[src/design/kcsm_pkg.sv]
// Shared types, keysym codes and FSM states for the key chord sequence matcher.
// No dependencies.
`default_nettype none

package kcsm_pkg;

  localparam int DEF_MAX_BINDINGS   = 16;
  localparam int DEF_MAX_CHORD_KEYS = 4;

  // item command codes
  localparam logic CMD_KEY   = 1'b0;
  localparam logic CMD_WRITE = 1'b1;

  localparam logic [31:0] KEYSYM_SHIFT_L   = 32'h0000_ffe1;
  localparam logic [31:0] KEYSYM_SHIFT_R   = 32'h0000_ffe2;
  localparam logic [31:0] KEYSYM_CONTROL_L = 32'h0000_ffe3;
  localparam logic [31:0] KEYSYM_CONTROL_R = 32'h0000_ffe4;
  localparam logic [31:0] KEYSYM_CAPS_LOCK = 32'h0000_ffe5;
  localparam logic [31:0] KEYSYM_ALT_L     = 32'h0000_ffe9;
  localparam logic [31:0] KEYSYM_ALT_R     = 32'h0000_ffea;
  localparam logic [31:0] KEYSYM_SUPER_L   = 32'h0000_ffeb;
  localparam logic [31:0] KEYSYM_SUPER_R   = 32'h0000_ffec;
  localparam logic [31:0] KEYSYM_VT_FIRST  = 32'h1008_fe01;
  localparam logic [31:0] KEYSYM_VT_LAST   = 32'h1008_fe0c;
  localparam logic [7:0]  MOD_CTRL_ALT     = 8'h0c;

  typedef struct packed {
    logic        command;
    logic        pressed;
    logic [31:0] keysym;
    logic [7:0]  modifier_mask;
    logic [3:0]  binding_slot;
    logic [1:0]  key_position;
    logic [2:0]  binding_length;
    logic        binding_active;
  } kcsm_item_t;

  typedef struct packed {
    logic       forward_key;
    logic       action_fired;
    logic [3:0] action_index;
    logic [3:0] vt_number;
    logic       prefix_changed;
    logic [1:0] prefix_length;
  } kcsm_result_t;

  // one key word of a binding: keysym plus modifier mask
  typedef struct packed {
    logic [31:0] sym;
    logic [7:0]  mods;
  } kcsm_key_t;

  typedef enum logic [1:0] {
    ST_IDLE,
    ST_BIND,
    ST_CMP
  } kcsm_state_t;

  function automatic logic is_modifier_sym(input logic [31:0] s);
    return (s == KEYSYM_SUPER_L) || (s == KEYSYM_SUPER_R) || (s == KEYSYM_ALT_L) ||
           (s == KEYSYM_ALT_R) || (s == KEYSYM_SHIFT_L) || (s == KEYSYM_SHIFT_R) ||
           (s == KEYSYM_CONTROL_L) || (s == KEYSYM_CONTROL_R) ||
           (s == KEYSYM_CAPS_LOCK);
  endfunction

endpackage

`default_nettype wire

[src/design/kcsm_key_ram.sv]
// Binding key word store: one write port, one registered read port, and an
// equality check of the read word. Uses kcsm_pkg.
`default_nettype none

module kcsm_key_ram
  import kcsm_pkg::*;
#(
  parameter  int DEPTH  = DEF_MAX_BINDINGS * DEF_MAX_CHORD_KEYS,
  localparam int ADDR_W = $clog2(DEPTH)
) (
  input  wire logic              clk,
  input  wire logic              wr_en,
  input  wire logic [ADDR_W-1:0] wr_addr,
  input  wire kcsm_key_t         wr_word,
  input  wire logic              rd_en,
  input  wire logic [ADDR_W-1:0] rd_addr,
  input  wire kcsm_key_t         cmp_word,
  output logic                   hit
);

  kcsm_key_t mem [DEPTH];
  kcsm_key_t rd_data;

  always_ff @(posedge clk) begin
    if (wr_en) begin
      mem[wr_addr] <= wr_word;
    end
  end

  always_ff @(posedge clk) begin
    if (rd_en) begin
      rd_data <= mem[rd_addr];
    end
  end

  // compare word is presented in the cycle the read data arrives
  assign hit = (rd_data == cmp_word);

endmodule

`default_nettype wire

[src/design/key_chord_sequence_matcher.sv]
// Key chord sequence matcher top level: FSM walking the binding table,
// prefix registers and result register. Uses kcsm_pkg and kcsm_key_ram.
`default_nettype none

// Results: table writes, key releases and absorbed modifiers give their result
//   in the cycle after start. A key press walks the bindings in table order:
//   each binding visited gets a header check in ST_BIND, then ST_CMP compares
//   its key words (prefix, then key) while they match; then the result follows.
// Items: one at a time; busy stays high for the walk, which is set by
//   the single read port of the key word memory (one word per cycle).
// Reset (rst, sync): all bindings inactive, prefix empty, VT switching off.
//   The key word memory and lengths are not cleared; writes load them.
// Results appear for one cycle with done; the receiver cannot stall.
module key_chord_sequence_matcher
  import kcsm_pkg::*;
#(
  parameter int MAX_BINDINGS   = DEF_MAX_BINDINGS,
  parameter int MAX_CHORD_KEYS = DEF_MAX_CHORD_KEYS
) (
  input  wire logic         clk,
  input  wire logic         rst,
  input  wire logic         start,
  input  wire kcsm_item_t   item,
  output logic              busy,
  output kcsm_result_t      result,
  output logic              done,
  input  wire logic         cfg_valid,
  output logic              cfg_ready,
  input  wire logic         cfg_data
);

  localparam int DEPTH     = MAX_BINDINGS * MAX_CHORD_KEYS;
  localparam int ADDR_W    = $clog2(DEPTH);
  localparam int BIDX_W    = (MAX_BINDINGS > 1) ? $clog2(MAX_BINDINGS) : 1;
  localparam int CNT_W     = $clog2(MAX_CHORD_KEYS);
  localparam int LEN_W     = $clog2(MAX_CHORD_KEYS + 1);
  localparam int CNT_EXT_W = (CNT_W > 2) ? CNT_W : 2;
  localparam int IDX_EXT_W = (BIDX_W > 4) ? BIDX_W : 4;

  kcsm_state_t state, state_next;

  // configuration register
  logic vt_en;

  // per-binding header: active flags (reset) and clamped lengths (no reset)
  logic             active  [MAX_BINDINGS];
  logic [LEN_W-1:0] lengths [MAX_BINDINGS];

  // chord prefix; the last entry is never written (a full prefix fires)
  logic [CNT_W-1:0] cnt;
  logic [CNT_W-1:0] cnt_next;
  kcsm_key_t        prefix [MAX_CHORD_KEYS];

  // walk registers
  logic [BIDX_W-1:0] b;
  logic [ADDR_W-1:0] base;
  logic [CNT_W-1:0]  j;
  kcsm_key_t         key;

  kcsm_result_t result_next;
  logic         done_next;
  logic         prefix_wr;

  // control
  logic              accept;
  logic              is_write;
  logic              goes_search;
  logic              wr_ok;
  logic              qualify;
  logic              last;
  logic              at_end;
  logic              advance;
  logic              finish_hit;
  logic              finish_miss;
  logic              rd_en;
  logic [ADDR_W-1:0] rd_addr;
  logic [ADDR_W-1:0] wr_addr;
  logic [LEN_W-1:0]  len_clamped;
  kcsm_key_t         cmp_word;
  kcsm_key_t         wr_word;
  logic              hit;

  logic [CNT_EXT_W-1:0] cnt_ext;
  logic [IDX_EXT_W-1:0] idx_ext;

  assign accept    = start && !busy;
  assign cfg_ready = 1'b1;
  assign is_write  = (item.command == CMD_WRITE);
  // a press that is not an absorbed modifier starts the table walk
  assign goes_search = (item.command == CMD_KEY) && item.pressed &&
                       !((cnt != '0) && is_modifier_sym(item.keysym));

  // out-of-range slot or position writes are dropped
  assign wr_ok = (32'(item.binding_slot) < MAX_BINDINGS) &&
                 (32'(item.key_position) < MAX_CHORD_KEYS);
  assign wr_addr = ADDR_W'(32'(item.binding_slot) * MAX_CHORD_KEYS +
                           32'(item.key_position));
  assign len_clamped = (32'(item.binding_length) > MAX_CHORD_KEYS) ?
                       LEN_W'(MAX_CHORD_KEYS) : LEN_W'(item.binding_length);
  assign wr_word = '{sym: item.keysym, mods: item.modifier_mask};

  // word j of a binding is checked against the prefix, the last one against the key
  assign cmp_word = (j < cnt) ? prefix[j] : key;

  kcsm_key_ram #(
    .DEPTH (DEPTH)
  ) u_key_ram (
    .clk      (clk),
    .wr_en    (accept && is_write && wr_ok),
    .wr_addr  (wr_addr),
    .wr_word  (wr_word),
    .rd_en    (rd_en),
    .rd_addr  (rd_addr),
    .cmp_word (cmp_word),
    .hit      (hit)
  );

  // next state
  always_comb begin
    state_next = state;
    case (state)
      ST_IDLE: begin
        if (accept && goes_search) state_next = ST_BIND;
      end
      ST_BIND: begin
        if (qualify)   state_next = ST_CMP;
        else if (last) state_next = ST_IDLE;
      end
      ST_CMP: begin
        if (hit && at_end)  state_next = ST_IDLE;
        else if (!hit) state_next = last ? ST_IDLE : ST_BIND;
      end
      default: state_next = ST_IDLE;
    endcase
  end

  // FSM outputs
  always_comb begin
    busy        = (state != ST_IDLE);
    qualify     = active[b] && (32'(lengths[b]) > 32'(cnt));
    last        = (32'(b) == MAX_BINDINGS - 1);
    at_end      = (j == cnt);
    advance     = 1'b0;
    finish_hit  = 1'b0;
    finish_miss = 1'b0;
    rd_en       = 1'b0;
    rd_addr     = base;
    case (state)
      ST_IDLE: ;
      ST_BIND: begin
        if (qualify) begin
          rd_en = 1'b1;
        end else begin
          advance     = !last;
          finish_miss = last;
        end
      end
      ST_CMP: begin
        if (hit && at_end) begin
          finish_hit = 1'b1;
        end else if (hit) begin
          rd_en   = 1'b1;
          rd_addr = base + ADDR_W'(j) + ADDR_W'(1);
        end else begin
          advance     = !last;
          finish_miss = last;
        end
      end
      default: ;
    endcase
  end

  // result of the item that ends this cycle
  always_comb begin
    result_next = '0;
    done_next   = 1'b0;
    cnt_next    = cnt;
    prefix_wr   = 1'b0;
    idx_ext     = IDX_EXT_W'(b);
    if (state == ST_IDLE && accept && !goes_search) begin
      done_next = 1'b1;
      result_next.forward_key = !is_write && !item.pressed;
    end
    if (finish_hit) begin
      done_next = 1'b1;
      if (32'(lengths[b]) == 32'(cnt) + 1) begin
        result_next.action_fired = 1'b1;
        result_next.action_index = idx_ext[3:0];
        cnt_next = '0;
      end else if (32'(cnt) < MAX_CHORD_KEYS - 1) begin
        prefix_wr = 1'b1;
        cnt_next  = cnt + CNT_W'(1);
      end
    end
    if (finish_miss) begin
      done_next = 1'b1;
      if (cnt != '0) begin
        cnt_next = '0;  // mismatch drops the chord, key absorbed
      end else if (vt_en && key.mods == MOD_CTRL_ALT &&
                   key.sym >= KEYSYM_VT_FIRST && key.sym <= KEYSYM_VT_LAST) begin
        result_next.vt_number = 4'(key.sym - KEYSYM_VT_FIRST + 32'd1);
      end else begin
        result_next.forward_key = 1'b1;
      end
    end
    cnt_ext = CNT_EXT_W'(cnt_next);
    result_next.prefix_changed = (cnt_next != cnt);
    result_next.prefix_length  = cnt_ext[1:0];
  end

  // control state
  always_ff @(posedge clk) begin
    if (rst) begin
      state <= ST_IDLE;
      vt_en <= 1'b0;
      cnt   <= '0;
      done  <= 1'b0;
      for (int i = 0; i < MAX_BINDINGS; i++) begin
        active[i] <= 1'b0;
      end
    end else begin
      state <= state_next;
      cnt   <= cnt_next;
      done  <= done_next;
      if (cfg_valid && cfg_ready) begin
        vt_en <= cfg_data;
      end
      if (accept && is_write && wr_ok) begin
        active[BIDX_W'(item.binding_slot)] <= item.binding_active;
      end
    end
  end

  // payload and walk registers
  always_ff @(posedge clk) begin
    result <= result_next;
    if (accept && is_write && wr_ok) begin
      lengths[BIDX_W'(item.binding_slot)] <= len_clamped;
    end
    if (prefix_wr) begin
      prefix[cnt] <= key;
    end
    if (accept) begin
      key  <= '{sym: item.keysym, mods: item.modifier_mask};
      b    <= '0;
      base <= '0;
      j    <= '0;
    end else if (advance) begin
      b    <= b + BIDX_W'(1);
      base <= base + ADDR_W'(MAX_CHORD_KEYS);
      j    <= '0;
    end else if (state == ST_CMP && hit) begin
      j <= j + CNT_W'(1);
    end
  end

`ifndef SYNTH
  // a result is only shown once the walk is over
  a_done_idle: assert property (@(posedge clk) disable iff (rst)
    done |-> !busy)
    else $error("result strobe while busy");

  // every accepted item is either walking or answered next cycle
  a_accept_progress: assert property (@(posedge clk) disable iff (rst)
    accept |=> (busy || done))
    else $error("accepted item produced neither walk nor result");

  // firing a binding always empties the chord
  a_fire_clears: assert property (@(posedge clk) disable iff (rst)
    (done && result.action_fired) |-> (result.prefix_length == 2'd0 &&
                                       !result.forward_key &&
                                       result.vt_number == 4'd0))
    else $error("fired binding left prefix or other action");

  // the prefix never reaches a full chord
  a_cnt_range: assert property (@(posedge clk) disable iff (rst)
    32'(cnt) < MAX_CHORD_KEYS)
    else $error("prefix count out of range");

  // prefix only moves when an item ends
  a_cnt_stable: assert property (@(posedge clk) disable iff (rst)
    !done_next |=> $stable(cnt))
    else $error("prefix count changed mid walk");
`endif

endmodule

`default_nettype wire
[config.mk]
export PLATFORM = sky130hd
export DESIGN_NAME = key_chord_sequence_matcher
export DESIGN_NICKNAME = d
export VERILOG_FILES = /design/src/design/kcsm_pkg.sv /design/src/design/kcsm_key_ram.sv /design/src/design/key_chord_sequence_matcher.sv
export SDC_FILE = /design/constraint.sdc
export NUM_CORES = 2
export LEC_CHECK = 0
export BUFFER_PORTS_ARGS = -buffer_cell sky130_fd_sc_hd__buf_2
export CAP_MARGIN = 20
export CORE_ASPECT_RATIO = 1.2
export CORE_MARGIN = 2
export CORE_UTILIZATION = 27
export DETAILED_ROUTE_END_ITERATION = 6
export GPL_TIMING_DRIVEN = 0
export PLACE_DENSITY = 0.46
export SETUP_SLACK_MARGIN = 0.3
export SKIP_CTS_REPAIR_TIMING = 1
export SKIP_LAST_GASP = 1
export SYNTH_ARGS = -nofsm -noshare
export SYNTH_HDL_FRONTEND = slang
export SYNTH_HIERARCHICAL = 1
export SYNTH_SLANG_ARGS = --single-unit
[constraint.sdc]
create_clock -name clk -period 16.6 [get_ports clk]
set_clock_uncertainty 0.05 [all_clocks]
set_input_delay 2.49 -clock clk [delete_from_list [all_inputs] [get_ports clk]]
set_output_delay 2.49 -clock clk [all_outputs]
set_load 0.02 [all_outputs]
# Word-level counts from Yosys, hierarchy flattened
# Memory sizes are Yosys's and may differ from the RTL's. A register that Yosys moved wholly into a read port is not among the register bits.
# Index checks and enable logic that the tools add are counted.
[word_totals]
reg_bits = 71
mem_bits_rw = 2784
in_bits = 57
out_inout_bits = 16
word_cells = 154
mem_count = 4
[mem_list]
columns = ["name", "words", "word_bits", "read_ports", "rd_ports_with_merged_regs", "write_ports", "line_no", "rtl"]
rows = [
  ["u_key_ram.mem", 64, 40, 1, 1, 1, "kcsm_key_ram.sv:21", "kcsm_key_t mem [DEPTH];"],
  ["prefix", 4, 40, 1, 1, 1, "key_chord_sequence_matcher.sv:52", "kcsm_key_t prefix [MAX_CHORD_KEYS];"],
  ["lengths", 16, 3, 1, 1, 1, "key_chord_sequence_matcher.sv:47", "logic [LEN_W-1:0] lengths [MAX_BINDINGS];"],
  ["active", 16, 1, 1, 1, 16, "key_chord_sequence_matcher.sv:46", "logic active [MAX_BINDINGS];"],
]
[op_classes]
add_sub_neg = 10
magnitude_cmp = 6
n_eq_ne = 20
n_mux = 59
bitwise = 3
n_reduce_logical = 37
[ops]
columns = ["cell", "count"]
rows = [
  ["$eq 32x16->1 const B", 9],
  ["$eq 40x40->1", 1],
  ["$mux 40", 1],
  ["$ge 32x29->1 const B", 1],
  ["$le 32x29->1 const B", 1],
  ["$mux 1", 32],
  ["$mux 2", 12],
  ["$mux 4", 5],
  ["$mux 6", 3],
  ["$logic_and 1x1->1", 15],
  ["$add 6x2->6", 2],
  ["$add 4x1->4 const B", 2],
  ["$eq 8x4->1 const B", 1],
  ["$logic_or 1x1->1", 8],
  ["$add 6x1->6 const B", 1],
  ["$add 6x3->6 const B", 1],
  ["$logic_not 1->1", 6],
  ["$ne 3x3->1 const B", 2],
  ["$pmux 1 s2", 3],
  ["$pmux 2 s3", 1],
  ["$mux 5", 1],
  ["$add 2x1->2 const B", 2],
  ["$eq 4x4->1 const B", 1],
  ["$reduce_bool 2->1", 2],
  ["other kinds (20)", 22],
]

# Depth between registers and ports, before layout
[logic_depth]
ltp_word = 18
ltp_mapped = 23
mapped_depth_nobuf = 18

# Hierarchy
# The synthesis kept the hierarchy.
[modules_own_cells]
columns = ["module", "n_inst", "cells_each", "area_each_um2", "seq_area_each_um2"]
rows = [
  ["kcsm_key_ram", 1, 4155, 98746.0, 78074.9],
  ["key_chord_sequence_matcher", 1, 684, 12115.4, 8628.3],
]

# Worst setup path after synthesis
# OpenSTA, ideal clock, no wires.
[synth_timing]
path_kind = "register to register"
startpoint = "reg cnt[1]"
endpoint = "mem prefix[0][0] (netlist bit) (enable)"
t_arrival_ps = 6310
required_time_ps = 16055
slack_ps = 9744
path_stages_with_launch = 14
period_less_slack_ps = 6856
path_cell_list = "dfxtp_1 > inv_1 > ha_1 > a21oi_1 > clkbuf_1 > mux2_2 > xor2_1 > nor4_1 > nand4_1 > nor4_1 > nand2_1 > nor2_1 > nand2_1 > nor3b_1"
[synth_rtl]
columns = ["item", "line_no", "rtl"]
rows = [
  ["start, declared", "key_chord_sequence_matcher.sv:50", "logic [CNT_W-1:0] cnt;"],
  ["start signal, assigned", "key_chord_sequence_matcher.sv:223", "cnt <= cnt_next;"],
  ["end, declared", "key_chord_sequence_matcher.sv:52", ""],
]

==> impl.org <==
** CTS
- Post-CTS clock slew at the launch and capture registers of the worst setup and hold paths :: 70 ps
- H-tree depth reported by CTS :: 5
- TritonCTS built the clock tree.
- Clock sinks :: 2899
- The later pin in the worst-skew pair is clocked with a latency of 930 ps.
- TritonCTS created 307 clock buffers.
- The cell sitting at the root of the clock tree is a clkbuf_16.
- In this run the deepest clock path goes through 4 buffers.

** Global routing
- Entering global routing, the biggest net connects 68 pins.
- First-pass GRT wire length :: 518 mm
- Global routing used 18.4% of the available tracks.
- Global routing finished with a remaining overflow of 0.
- The number of global-route vias before repair was 57400.
- The initial antenna violation count was 47.

** Setup path
- Among cell families on the critical path, the largest total delay comes from buffers and inverters.
- The worst setup path is of the register to register kind.
- Reg2Reg Launch Point :: cnt[1]
- Reg2Reg Capture Point :: u_key_ram/rd_data[21]
- Cell-by-cell trace of the critical path :: inv_1, ha_1, a21oi_1, clkbuf_1, mux2_2, xor2_1, nor4_1, nand4_1, nor4_1, and3_1, clkbuf_1, and2_1, buf_2, buf_2, clkbuf_1, mux4_2, mux4_2, o22ai_1, nor2_1
- Required time worst endpoint :: 17150 ps
- Arrival time at the worst endpoint :: 10850 ps
- On the worst path, the slowest cell contributes a delay of 890 ps.
- Together, buffers and inverters on the worst path number 6.
- Crit path top cell by count :: clkbuf_1
- Cell with the largest stage delay on the worst path :: clkbuf_1
- Worst-case register-to-register setup slack :: 6310 ps
- In this run the worst path has a maximum fanout of 11.
- Crit path capture type :: register
- Counting cells, the worst reg-to-reg path comes to 19.
- The worst setup path is launched from a register.

** Yosys
- Synthesis produced 4839 cells.
- Post-synthesis register bit count :: 2899
- Syn_area_per_cell :: 22.9 um^2
- The netlist uses 64 different library cells.
- Proportion of synthesized chip area in sequential cells :: 78.2%
- Async SR Flop Fraction :: 0%
- For this run, the number of Yosys warnings is 6.
- Post-synth top area cell :: edfxtp_1
- Top-area cell type share of the netlist area :: 77.6%
- Yosys mapped a number of flops with a built-in enable equal to 2864.
- Most frequently used cell type in the post-synthesis netlist :: edfxtp_1
- Top FF cell, synth :: edfxtp_1
- Mapped Area :: 111000 um^2
- Commonest cells in the synthesized netlist :: edfxtp_1 (2864), mux4_2 (745), nor2_1 (174)
- By area the synthesized netlist is led by edfxtp_1 (78%), mux4_2 (15%), mux2_2 (0.81%).

** STA
- Portion of the clock cycle consumed by the worst path in the final layout :: 62.0%
- At the pin with the least slew margin, the transition time is 1310 ps.
- Time the worst path needs with I/O delays and setup :: 10290 ps
- The final count of hold timing violations was 0.
- For this run, the top clock speed supported by timing is 97.1 MHz.
- Max-slew headroom at the worst pin :: 12.5%
- After layout, the worst setup slack is 6310 ps.
- Setup violations remaining at the end of the flow were counted as 0.
- Setup total negative slack on the finished layout was measured at 0 ps.
- Setup repair after global routing left no endpoint under its margin.
- Final Slew Violations :: 0

** Layout
- Layout-stage area growth over the synthesis result :: 19.8%
- # fillers :: 38700
- Once layout is complete, the utilization of the core stands at 32.5%.
- The final layout contains 5558 nets.
- Cells with a size suffix above 1 make up 30.5% of the layout.

** Route
- After detailed routing, the average wire length per cell comes to 34.9 um.
- Initial DRC count :: 6842
- The final layout contains routed wiring with a total length of 390 mm.
- In the routed layout, each cell is associated on average with a via count of 5.08.
- Once detail routing completed, the nets flagged for antenna violations numbered 0.
- Initial DRT Pass Iterations :: 6
- Post-route DRC violation count :: 0
- Via count :: 56800

** Power
- For this design the static power due to leakage is 39.8 nW.
- Across the VDD grid, the largest voltage drop is 0.0790 mV.
- Total power :: 15.6 mW
- Power per cell area :: 118 nW/um^2

** Die
- From left edge to right edge, the die measures 589 um.
- 73 I/O pins were placed.
- Core area :: 408000 um^2
- Initial Utilization :: 27.1%
- Overall die area :: 416000 um^2
- Core Rows :: 257
- The die is 706 um tall.

** Min path
- Number of cells traversed by the worst hold path :: 2
- Path class of the lowest-slack min-delay path :: register to register
- Hold_sp :: base[5]
- Endpoint with the worst hold slack :: base[5]

** Place
- Quantity of I/O buffers inserted on ports :: 68
- Summed over all nets, the half-perimeter wirelength after detailed placement is 268 mm.
- OpenSTA, run right after detailed placement, puts the worst setup slack at 6530 ps.
- Final weighted congestion in routability-driven placement :: 0.823

** Run
- The tool flagged a number of max-cap violations equal to 0.

** Run status
- The flow ran to the end, and the final reports show no timing, DRC or antenna violations.
[through the flow]
stage               hold slack [ps]  instance area [um^2]  instances
floorplan                       402                111000       4878
global placement                446                118000      10400
detailed placement              446                123000      10600
CTS                             460                133000      11200
global route                    491                133000      11200
finish                          463                133000      11200
[worst register-to-register path, stage by stage, from the launching register on]
cell      delay [ps]
dfxtp_1          460
inv_1            180
ha_1             370
a21oi_1          490
clkbuf_1         610
mux2_2           450
xor2_1           170
nor4_1           760
nand4_1          260
nor4_1           870
and3_1           280
clkbuf_1         270
and2_1           390
buf_2            600
buf_2            720
clkbuf_1         890
mux4_2           450
mux4_2           540
o22ai_1          890
nor2_1           280
[flip-flops by register name, indices dropped and copies added, names as in the netlist, named ones only]
| name | flops |
|---|---|
| key | 40 |
| j | 2 |
| u_key_ram/mem | 2560 |
| prefix | 160 |
| active | 16 |
| u_key_ram/rd_data | 40 |
| done | 1 |
| cnt | 2 |
| result | 13 |
| state | 2 |
| b | 4 |
| vt_en | 1 |
| lengths | 48 |
| base | 4 |
[worst max path at each step]
stage          startpoint                     to  depth (start not counted)
4_1_cts            cnt[1]  u_key_ram/rd_data[32]                         19
3_3_place_gp        start  u_key_ram/mem[49][11]                          8
2_1_floorplan      cnt[1]           prefix[0][0]                         13
5_1_grt            cnt[1]  u_key_ram/rd_data[16]                         19
3_5_place_dp       cnt[1]  u_key_ram/rd_data[32]                         19
6_report           cnt[1]  u_key_ram/rd_data[21]                         19
[per-layer routing]
metal	vias up	global-route usage, %	wire length [um]
met5	-	0	61
met4	10	8.03	18700
met3	643	2.77	25300
met2	2547	31.7	195000
met1	31600	22.9	151000
li1	21900	-	-
[final cells by class]
class	instances	area [um^2]	area share [%]
Clock inverter	155	1360	1.03
Sequential cell	2899	86700	65.3
Timing Repair Buffer	298	4910	3.69
Antenna cell	9	22.5	0.0170
Tap cell	5439	6810	5.12
Inverter	22	82.6	0.0622
Buffer	256	1220	0.921
Multi-Input combinational cell	1701	23500	17.7
Clock buffer	389	8200	6.18
[logic make-up (layout without fill, tap and decap cells)]
family                   count (synthesis)  in the layout  synth area share [%]
AO/OA/AOI/OAI                          304            304                  1.76
XOR/XNOR                                49             49                 0.387
buffers and inverters                  278           1120                  1.16
flip-flops                            2899           2899                  78.2
AND/OR/NAND/NOR                        402            402                  1.76
adder cells (fa/ha/maj)                 16             16                 0.181
other                                    2             50               0.00677
multiplexers                           889            889                  16.5
[power by group]
group	internal, mW	switching, mW	total (mW)
Combinational	0.231	0.551	0.782
Clock	3.80	2.89	6.70
Sequential	8.12	0.0364	8.16
[cell usage in the layout (no fill, tap or decap), types with 13 or more instances in the layout]
| cell | Yosys | final |
|---|---|---|
| a21oi_1 | 65 | 65 |
| buf_1 | 34 | 32 |
| buf_12 | 0 | 145 |
| buf_16 | 0 | 37 |
| buf_2 | 66 | 118 |
| buf_4 | 31 | 54 |
| buf_6 | 6 | 28 |
| buf_8 | 0 | 21 |
| bufinv_16 | 0 | 19 |
| clkbuf_1 | 119 | 180 |
| clkbuf_16 | 0 | 317 |
| clkinv_1 | 1 | 64 |
| clkinv_2 | 0 | 40 |
| conb_1 | 2 | 41 |
| dfxtp_1 | 35 | 35 |
| edfxtp_1 | 2864 | 2864 |
| ha_1 | 16 | 16 |
| inv_1 | 21 | 21 |
| mux2_2 | 80 | 80 |
| mux2i_1 | 62 | 62 |
| mux4_2 | 745 | 745 |
| nand2_1 | 55 | 55 |
| nand2b_1 | 22 | 22 |
| nand3_1 | 16 | 16 |
| nor2_1 | 174 | 112 |
| nor2_4 | 0 | 62 |
| nor2b_1 | 13 | 13 |
| nor3_1 | 28 | 26 |
| nor4_1 | 20 | 20 |
| o21ai_0 | 21 | 21 |
| o21ai_1 | 14 | 14 |
| o221ai_1 | 40 | 40 |
| o22ai_1 | 128 | 128 |
| or2_2 | 14 | 14 |
| xor2_1 | 38 | 37 |
Note: power is estimated with default switching activity, not from simulation.
